==> config.mk <==
export PLATFORM = sky130hd
export DESIGN_NAME = bitmap_block_allocator
export DESIGN_NICKNAME = d
export VERILOG_FILES = /design/src/rtl/bba_pkg.sv /design/src/rtl/bba_ram.sv /design/src/rtl/bba_scan.sv /design/src/rtl/bitmap_block_allocator.sv
export SDC_FILE = /design/constraint.sdc
export NUM_CORES = 2
export LEC_CHECK = 0
export BUFFER_PORTS_ARGS = -buffer_cell sky130_fd_sc_hd__buf_2
export CORE_ASPECT_RATIO = 1.2
export CORE_UTILIZATION = 50
export CTS_CLUSTER_SIZE = 30
export DETAILED_ROUTE_END_ITERATION = 10
export PLACE_DENSITY = 0.65
export SLEW_MARGIN = 30
export SYNTH_ARGS = -nofsm -noshare
export SYNTH_HDL_FRONTEND = slang
export SYNTH_SLANG_ARGS = --single-unit
export TNS_END_PERCENT = 100
==> constraint.sdc <==
create_clock -name clk -period 5.32 [get_ports clk]
set_input_delay 0.798 -clock clk [delete_from_list [all_inputs] [get_ports clk]]
set_output_delay 0.798 -clock clk [all_outputs]
set_load 0.05 [all_outputs]
==> src/rtl/bba_pkg.sv <==
// Shared constants, types and helpers for the bitmap block allocator.
// Used by bba_scan and bitmap_block_allocator in rtl/; depends on nothing.
`timescale 1ns / 1ps

package bba_pkg;

  // Bitmap geometry. WORD_BITS must be a power of two.
  localparam int BLOCK_COUNT   = 4096;
  localparam int WORD_BITS     = 64;
  localparam int INDEX_W       = 12;
  localparam int INDEX_LIMIT   = 1 << INDEX_W;
  localparam int USABLE_BLOCKS = (BLOCK_COUNT < INDEX_LIMIT) ? BLOCK_COUNT : INDEX_LIMIT;
  localparam int WORD_COUNT    = (BLOCK_COUNT + WORD_BITS - 1) / WORD_BITS;
  localparam int WORD_AW       = (WORD_COUNT > 1) ? $clog2(WORD_COUNT) : 1;
  localparam int BIT_W         = $clog2(WORD_BITS);
  // Only words holding reachable blocks are searched
  localparam int SCAN_WORDS    = (USABLE_BLOCKS + WORD_BITS - 1) / WORD_BITS;
  localparam int SCAN_CNT_W    = $clog2(SCAN_WORDS + 1);

  typedef logic [WORD_BITS-1:0] word_t;
  typedef logic [WORD_AW-1:0]   word_addr_t;
  typedef logic [BIT_W-1:0]     bit_pos_t;
  typedef logic [INDEX_W-1:0]   block_idx_t;

  // Command and status codes
  localparam logic CMD_ALLOC   = 1'b0;
  localparam logic CMD_FREE    = 1'b1;
  localparam logic STATUS_DONE = 1'b0;
  localparam logic STATUS_FULL = 1'b1;

  typedef enum logic [2:0] {
    S_IDLE,
    S_SCAN,
    S_SET,
    S_FREE_RD,
    S_FREE_WR,
    S_DONE
  } state_t;

  // Result of the first-clear-bit search over one word
  typedef struct packed {
    logic     found;
    bit_pos_t pos;
  } scan_res_t;

  // Bits of a word that lie above the last reachable block read as used
  function automatic word_t spare_mask(input word_addr_t w);
    word_t m;
    m = '0;
    for (int b = 0; b < WORD_BITS; b++) begin
      if (int'(w) * WORD_BITS + b >= USABLE_BLOCKS) begin
        m[b] = 1'b1;
      end
    end
    return m;
  endfunction

endpackage

==> src/rtl/bba_ram.sv <==
// Generic single-write, single-read RAM with registered read data.
// No dependencies.
`timescale 1ns / 1ps

module bba_ram #(
  parameter int WIDTH = 64,
  parameter int DEPTH = 64
) (
  input  logic                     clk,
  input  logic                     wr_en,
  input  logic [$clog2(DEPTH)-1:0] wr_addr,
  input  logic [WIDTH-1:0]         wr_data,
  input  logic                     rd_en,
  input  logic [$clog2(DEPTH)-1:0] rd_addr,
  output logic [WIDTH-1:0]         rd_data
);

  logic [WIDTH-1:0] mem [DEPTH];

  // write port
  always_ff @(posedge clk) begin
    if (wr_en) begin
      mem[wr_addr] <= wr_data;
    end
  end

  // registered read port
  always_ff @(posedge clk) begin
    if (rd_en) begin
      rd_data <= mem[rd_addr];
    end
  end

endmodule

==> src/rtl/bba_scan.sv <==
// Find-first-clear-bit unit: lowest zero bit of one bitmap word.
// Depends on bba_pkg.
`timescale 1ns / 1ps

module bba_scan
  import bba_pkg::*;
(
  input  word_t     word,
  output scan_res_t res
);

  // priority encode from the top down so the lowest clear bit wins
  always_comb begin
    res.found = 1'b0;
    res.pos   = '0;
    for (int i = WORD_BITS - 1; i >= 0; i--) begin
      if (!word[i]) begin
        res.found = 1'b1;
        res.pos   = BIT_W'(i);
      end
    end
  end

endmodule

==> src/rtl/bitmap_block_allocator.sv <==
// Top level of the bitmap block allocator: sequencer, word-valid bits and result register.
// Depends on bba_pkg, bba_ram and bba_scan.
//
//  channel | signals                          | direction | word
//  input   | in_valid, in_stall               | in / out  | command, block_index
//  output  | out_valid, out_stall             | out / in  | granted_block, status
//
// An allocate reads one bitmap word per cycle through the RAM read port and runs it
// through the find-first-clear unit; on a hit it sets the bit in S_SET, then loads the result in S_DONE.
// A free is a read-modify-write of one word (S_FREE_RD, S_FREE_WR); an out-of-range free goes to S_DONE.
// Reset clears the per-word valid bits at once; an unwritten word reads as all free.
// A finished word waits in the output register while the next input word is taken;
// a new result is held back only while that register is still stalled.
`timescale 1ns / 1ps

module bitmap_block_allocator
  import bba_pkg::*;
(
  input  logic       clk,
  input  logic       rst,
  input  logic       in_valid,
  output logic       in_stall,
  input  logic       command,
  input  block_idx_t block_index,
  output logic       out_valid,
  input  logic       out_stall,
  output block_idx_t granted_block,
  output logic       status
);

  state_t state, state_next;

  // RAM port controls
  logic       rd_en, wr_en;
  word_addr_t rd_addr, wr_addr;
  word_t      wr_data, rd_data;

  // per-word valid bits and the one sampled with each read
  logic [WORD_COUNT-1:0] word_valid;
  logic                  rd_valid;

  // scan pipeline
  logic [SCAN_CNT_W-1:0] scan_word;
  logic                  scan_issue;
  logic                  chk_ok;
  word_addr_t            chk_word;
  word_t                 chk_eff;
  word_t                 rd_eff;
  scan_res_t             scan_res;

  // work registers
  word_addr_t work_word;
  bit_pos_t   work_bit;
  word_t      work_data;
  block_idx_t res_granted;
  logic       res_status;

  logic in_fire, free_in_range, load_out, scan_hit, scan_miss;

  assign in_fire       = in_valid && !in_stall;
  assign free_in_range = int'(block_index) < BLOCK_COUNT;
  assign rd_eff        = rd_valid ? rd_data : '0;
  assign chk_eff       = rd_eff | spare_mask(chk_word);
  assign scan_issue    = (state == S_SCAN) && (scan_word < SCAN_CNT_W'(SCAN_WORDS));
  assign scan_hit      = chk_ok && scan_res.found;
  assign scan_miss     = chk_ok && !scan_res.found && (chk_word == WORD_AW'(SCAN_WORDS - 1));

  bba_ram #(
    .WIDTH (WORD_BITS),
    .DEPTH (WORD_COUNT)
  ) u_map (
    .clk     (clk),
    .wr_en   (wr_en),
    .wr_addr (wr_addr),
    .wr_data (wr_data),
    .rd_en   (rd_en),
    .rd_addr (rd_addr),
    .rd_data (rd_data)
  );

  bba_scan u_scan (
    .word (chk_eff),
    .res  (scan_res)
  );

  // next state
  always_comb begin
    state_next = state;
    unique case (state)
      S_IDLE: begin
        if (in_fire) begin
          if (command == CMD_ALLOC) begin
            state_next = S_SCAN;
          end else if (free_in_range) begin
            state_next = S_FREE_RD;
          end else begin
            state_next = S_DONE;
          end
        end
      end
      S_SCAN: begin
        if (scan_hit) begin
          state_next = S_SET;
        end else if (scan_miss) begin
          state_next = S_DONE;
        end
      end
      S_SET:     state_next = S_DONE;
      S_FREE_RD: state_next = S_FREE_WR;
      S_FREE_WR: state_next = S_DONE;
      S_DONE: begin
        if (!out_valid || !out_stall) begin
          state_next = S_IDLE;
        end
      end
      default:   state_next = S_IDLE;
    endcase
  end

  // outputs of the sequencer
  always_comb begin
    in_stall = 1'b1;
    rd_en    = 1'b0;
    rd_addr  = '0;
    wr_en    = 1'b0;
    wr_addr  = work_word;
    wr_data  = '0;
    load_out = 1'b0;
    unique case (state)
      S_IDLE: in_stall = 1'b0;
      S_SCAN: begin
        rd_en   = scan_issue;
        rd_addr = scan_word[WORD_AW-1:0];
      end
      S_SET: begin
        wr_en   = 1'b1;
        wr_data = work_data | (word_t'(1) << work_bit);
      end
      S_FREE_RD: begin
        rd_en   = 1'b1;
        rd_addr = work_word;
      end
      S_FREE_WR: begin
        wr_en   = 1'b1;
        wr_data = rd_eff & ~(word_t'(1) << work_bit);
      end
      S_DONE:  load_out = !out_valid || !out_stall;
      default: in_stall = 1'b1;
    endcase
  end

  // control registers
  always_ff @(posedge clk) begin
    if (rst) begin
      state      <= S_IDLE;
      word_valid <= '0;
      chk_ok     <= 1'b0;
      out_valid  <= 1'b0;
    end else begin
      state  <= state_next;
      chk_ok <= scan_issue;
      if (wr_en) begin
        word_valid[wr_addr] <= 1'b1;
      end
      if (load_out) begin
        out_valid <= 1'b1;
      end else if (!out_stall) begin
        out_valid <= 1'b0;
      end
    end
  end

  // scan address counter and read tracking
  always_ff @(posedge clk) begin
    if (in_fire) begin
      scan_word <= '0;
    end else if (scan_issue) begin
      scan_word <= scan_word + 1'b1;
    end
    if (rd_en) begin
      rd_valid <= word_valid[rd_addr];
    end
    chk_word <= scan_word[WORD_AW-1:0];
  end

  // work and result registers
  always_ff @(posedge clk) begin
    if (in_fire) begin
      work_word   <= word_addr_t'(block_index >> BIT_W);
      work_bit    <= block_index[BIT_W-1:0];
      res_granted <= '0;
      res_status  <= STATUS_DONE;
    end
    if (state == S_SCAN) begin
      if (scan_hit) begin
        work_word   <= chk_word;
        work_bit    <= scan_res.pos;
        work_data   <= chk_eff;
        res_granted <= INDEX_W'({chk_word, scan_res.pos});
      end else if (scan_miss) begin
        res_status  <= STATUS_FULL;
      end
    end
    if (load_out) begin
      granted_block <= res_granted;
      status        <= res_status;
    end
  end

endmodule
After elaboration in Yosys (flattened, before gate mapping)
Memory sizes are Yosys's and may differ from the RTL's. A register that Yosys moved wholly into a read port is not among the register bits.
Cells that the tools add are included.
- bits in registers: 185
- latch bits: 0
- bits in writable memories: 4096
- bits in read-only memories: 0
- bits of input ports: 17
- output and inout port bits: 15
- word-level logic and storage cells: 339
- memories: 1
- $add $sub $neg: 64
- multipliers: 0
- divide/modulo/power cells: 0
- $lt $le $gt $ge: 68
- eq/ne operators: 10
- shifts and indexed selects: 1
- multiplexer cells: 162
- bitwise logic cells: 5
- reductions and logical operators: 14
- memory list (name ; depth ; bits a word ; read ports ; clocked after memory_dff ; write ports ; line ; RTL):
    u_map.mem ; 64 ; 64 ; 1 ; 1 ; 1 ; bba_ram.sv:18 ; logic [WIDTH-1:0] mem [DEPTH];
- operator list (cell ; number):
    >= comparator 13 bit, second input constant ; 63
    2-to-1 mux 7 bit ; 64
    adder 12 x 6 -> 13 bit, second input constant ; 32
    adder 12 x 5 -> 13 bit, second input constant ; 16
    OR 64 bit ; 3
    one-hot mux 64 bit (2 select lines) ; 1
    adder 12 x 4 -> 13 bit, second input constant ; 8
    2-to-1 mux 1 bit ; 77
    bitwise AND 64 bit ; 1
    2-to-1 mux 64 bit ; 1
    NOT 64 bit ; 1
    left shift 1 x 6 -> 64 bit, first input constant ; 1
    adder 12 x 3 -> 13 bit, second input constant ; 4
    2-to-1 mux 12 bit ; 3
    2-to-1 mux 6 bit ; 6
    adder 12 x 2 -> 13 bit, second input constant ; 2
    one-hot mux 3 bit (5 select lines) ; 1
    < comparator 6 x 7 -> 1 bit, second input constant ; 2
    adder 12 x 1 -> 13 bit, second input constant ; 1
    >= comparator 12 x 13 -> 1 bit, second input constant ; 1
    2-to-1 mux 3 bit ; 4
    one-hot mux 6 bit (2 select lines) ; 1
    adder 7 x 1 -> 7 bit, second input constant ; 1
    < comparator 7 bit, second input constant ; 1
    19 further kinds ; 29

Logic depth before layout (Yosys ltp)
- word-level depth: 74
- mapped depth: 11
- mapped depth without buffers: 7

Hierarchy
From an unflattened synthesis, not the netlist that was laid out.
- cells, all modules: 7645
- area total of the unflattened synthesis: 165854.1 µm²
- modules (own cells, without submodules) (module ; instances ; cells each ; area each (µm²) ; sequential area each (µm²)):
    bba_ram ; 1 ; 6510 ; 156365.0 ; 124919.8
    bitmap_block_allocator ; 1 ; 992 ; 8632.0 ; 4484.3
    bba_scan ; 1 ; 143 ; 857.1 ; 0.0

Least setup slack after synthesis
Ideal clock, no wire load.
- path type: register to register
- start: register state[1]
- end: memory u_map.mem[47][0] (enable)
- library setup time: 487 ps
- arrival time: 4271 ps
- data required time: 4833 ps
- slack: 562 ps
- stages on the path, launching flop included: 7
- path buffers: 1
- period minus slack after synthesis: 4758 ps
- cells stage by stage: dfxtp_1 -> inv_1 -> or3_1 -> clkbuf_1 -> a21boi_0 -> nand3_1 -> nor2_1
- cells in the longest elaborated chain, start to end: 5
- elaborated cells on any way between the ends: 6
- those cells by class: eq/ne: 2; mux: 3; reduce/logical: 1
- RTL lines (item ; line ; RTL):
    from (decl) ; bitmap_block_allocator.sv:31 ; state_t state, state_next;
    from (signal assigned) ; bitmap_block_allocator.sv:160 ; state <= state_next;
    equality test 3 bit / equality test 3 x 2 -> 1 bit (equally long branches) ; bitmap_block_allocator.sv:129 ; unique case (state)
    OR reduction 2 bit (no source line) (*) ; - ;
    2-to-1 mux 1 bit (*) ; bitmap_block_allocator.sv:129 ;
    2-to-1 mux 1 bit (*) ; bba_ram.sv:22 ; if (wr_en) begin
    2-to-1 mux 1 bit (implied by the code) (*) ; bba_ram.sv:23 ; mem[wr_addr] <= wr_data;
    to (decl) ; bba_ram.sv:18 ;
Every way passes the cells marked *; elsewhere a longest branch is shown, timed or not.

Worst setup path after layout
- start: register rd_valid
- end: register work_data[55] (enable)
- cells in the longest elaborated chain, start to end: 68
- RTL lines (item ; line ; RTL):
    from (decl) ; bitmap_block_allocator.sv:40 ; logic rd_valid;
    from (signal assigned) ; bitmap_block_allocator.sv:181 ; rd_valid <= word_valid[rd_addr];
    2-to-1 mux 64 bit (*) ; bitmap_block_allocator.sv:62 ; assign rd_eff = rd_valid ? rd_data : '0;
    OR 64 bit (*) ; bitmap_block_allocator.sv:63 ; assign chk_eff = rd_eff | spare_mask(chk_word);
    2-to-1 mux 7 bit (63 in a row) ; bba_scan.sv:17 ; if (!word[i]) begin
    2-to-1 mux 7 bit (*) ; bba_scan.sv:17 ;
    logical AND 1 bit (*) ; bitmap_block_allocator.sv:65 ; assign scan_hit = chk_ok && scan_res.found;
    AND reduction 2 bit (no source line) (*) ; - ;
    to (signal assigned) ; bitmap_block_allocator.sv:198 ; work_data <= chk_eff;
    to (decl) ; bitmap_block_allocator.sv:54 ; word_t work_data;
Marks and branches as above.
A chain may end at the register's enable or synchronous reset.

==> flow_summary.ini <==
[status]
run_status = completed

[yosys]
syn_inst = 7541
syn_area_per_cell_sq_um = 21.9
syn-num-nets = 7559
ys_warn_count = 0
synthTopCellsByArea = edfxtp_1 77%, mux4_2 14%, a22oi_1 2.4%, dfxtp_1 1.3%, a21oi_1 1.1%
synthDistinctLibCells = 63
yosys.area.top_type = edfxtp_1
synth.most_common_cell = edfxtp_1
synth_common_cells = 4238 x edfxtp_1, 1040 x mux4_2, 520 x a22oi_1, 371 x a21oi_1, 217 x clkbuf_1
async_flop_share_pct = 0
synth-seq-cells = 4345
synthDominantCellAreaShare_pct = 77.2
netlist_area_sq_um = 165000
ys_seq_area_share_pct = 78.5
synth_ff_type = edfxtp_1
synth_edf_count = 4238

[power_and_ir_drop]
p_sw_share_pct = 23.8
power_density_nw_per_um2 = 407
switchingPower_w = 0.0182
vdd_drop_max_v = 0.000345
comb_power_share_pct = 10.9
seq_power_share_pct = 50.7
p_int_w = 0.0583
p_clk_share_pct = 38.4
p_leak_nw = 58.9

[setup_path]
end_kind = flip-flop
critPathMaxStageDelay_ns = 1.07
crit_type = flip-flop to flip-flop
path_cells = nand2_1, nor4_1, nand2_1, or4_1, nand2_1, clkinv_2, buf_6
crit_top_cell = nand2_1
start_kind = flip-flop
crit_arrival_ns = 5.33
critPathBufInv = 2
path_delay_family = simple AND/OR/NAND/NOR gates
cp_max_fo = 68
required_ns = 5.87
cp_slowest_cell = nor4_1

[global_routing]
first_global_vias = 84700
antenna_found_initial = 23
grt_pass1_wl_mm = 668
grt.overflow.total = 0
grt_usage_pct = 29.0
grt_max_degree = 98

[timing]
clock-skew-final_ns = 0.0767
fin_setup_tns_ns = 0
max-slew-margin-rel_pct = 20.2
finalSetupViolations = 0
tightest_slew_ns = 1.19
maxSlewViolCount = 0
rsz0062_at_grt = no
finalHoldViolations = 0
fmax_mhz = 209
finalCriticalPeriod_ns = 4.78
period_share_pct = 89.9

[clocking]
root_buffer = clkbuf_16
cts_hold_buf = 0
clk_pin_slew_ns = 0.07
post_cts_buffers = 0
numCtsBuffers = 410
clkSinkCount = 4345
cts_tree = yes
cts_max_path_buffers = 4
clkLatencyLatePin_ns = 0.98
cts_htree_levels = 5
cts_resized = 0

[placement]
port_buffers = 31
gp_congestion = 0.900
dp_cells = 11800
dpl.hpwl_mm = 252

[floorplanning]
num_io_pins = 32
initial_core_util_pct = 50.3
die_h_microns = 631
dieArea_sq_um = 332000
core-area_sq_um = 328000
chipWidth_microns = 526
row_count = 230

[final_layout]
syn_to_final_growth_pct = 14.0
final_net_count = 7933
num-fill-cells = 23300
drive_above_1_share_pct = 26.8
instances_no_fill = 12500

[route]
drt_iter0_drc = 13600
first_pass_iters = 6
vias = 85400
drt_wl_total_mm = 484
routed_via_density = 6.81
ant_nets = 0
wl_per_cell_microns = 38.6
drc = 0

[job]
cap_violations = 0

[min_path]
hold_path.class = input port to flip-flop
power by group through the flow:
stage / Clock, W / Sequential (W) / Combinational (W)
after floorplan: 0 / 0.0392 / 0.00565
after global placement: 0 / 0.0395 / 0.00817
after detailed placement: 0 / 0.0395 / 0.00831
after CTS: 0.0297 / 0.0388 / 0.00833
after global routing: 0.0309 / 0.0388 / 0.00878
final: 0.0294 / 0.0388 / 0.00833
state kept, by name, indices dropped and copies added (netlist names):
name           flops
work_word          6
status             1
work_bit           6
chk_word           6
work_data         64
word_valid        64
state              3
res_status         1
u_map.mem       4096
u_map.rd_data     64
granted_block     12
res_granted       12
scan_word          7
out_valid          1
rd_valid           1
chk_ok             1
final timing paths:
check | from | to | slack [ns] | depth (start not counted)
min reg2reg | scan_word[5] | chk_word[5] | 0.43 | 0
max | rd_valid | work_data[55] | 0.54 | 7
min | block_index[9] | work_word[3] | 0.12 | 3
max reg2reg | rd_valid | work_data[55] | 0.54 | 7
kinds of logic (layout without fill, tap and decap cells):
family	after synthesis	count (layout)	share of synthesized area, %
muxes	1058	1058	14.3
and+or+nand+nor	585	585	1.79
DFF	4345	4345	78.5
adders and majority gates	1	1	0.00758
xor gates and xnor gates	5	5	0.0266
AOI/OAI and AO/OA	1083	1083	4.24
other	0	7	0
buffers and inverters	464	1167	1.17
placed cells by master, fill, tap and decap left out, drive strengths merged, types with 10 or more instances in the layout:
cell | synthesis | routed
dfxtp | 107 | 107
a22oi | 520 | 520
mux2i | 13 | 13
nand4 | 16 | 16
or4 | 70 | 70
bufinv | 0 | 47
nand2b | 14 | 14
o32ai | 12 | 12
nor2 | 216 | 216
mux4 | 1040 | 1040
nor3 | 13 | 13
and3 | 13 | 13
inv | 25 | 32
clkinv | 0 | 183
buf | 220 | 401
a31oi | 10 | 10
nor2b | 19 | 19
a21oi | 371 | 371
and2 | 62 | 62
clkinvlp | 0 | 17
o21ai | 69 | 69
nand3 | 42 | 42
clkbuf | 219 | 487
nand2 | 92 | 92
o22ai | 56 | 56
edfxtp | 4238 | 4238
layout make-up:
cell class                 count  area, sq um  area share, %
multi-input combinational   2732        35100           18.7
timing repair buffer         401         4630           2.46
inverter                      25         95.1         0.0506
sequential                  4345       129000           68.8
antenna                        7         17.5        0.00932
clock inverter               254         2680           1.43
tap                         4292         5370           2.86
clock buffer                 487        10700           5.68
through the flow:
| stage | worst slack, ns | power [W] | hold WS, ns | area (sq um) | util (%) |
|---|---|---|---|---|---|
| floorplan | 0.562 | 0.0449 | 0.372 | 165000 | - |
| global placement | 0.611 | 0.0477 | 0.407 | 174000 | 53.2 |
| detailed placement | 0.636 | 0.0478 | 0.417 | 175000 | 53.3 |
| CTS | 0.592 | 0.0768 | 0.0754 | 188000 | 57.3 |
| global route | 0.309 | 0.0785 | 0.108 | 188000 | 57.4 |
| finish | 0.537 | 0.0766 | 0.124 | 188000 | 57.4 |
layer usage:
layer,global-route usage (%),wire length (microns)
met4,9.57,17900
met2,45.8,230000
met5,0,45
met1,40.9,184000
met3,5.53,52000
worst register-to-register path, delay by kind of cell (launching register included):
| kind | cells | cell delay [ns] |
|---|---|---|
| buffers and inverters | 2 | 0.50 |
| flip-flops | 1 | 0.95 |
| AND/OR/NAND/NOR | 5 | 2.74 |
No activity file was read; power rests on OpenSTA's default activity.
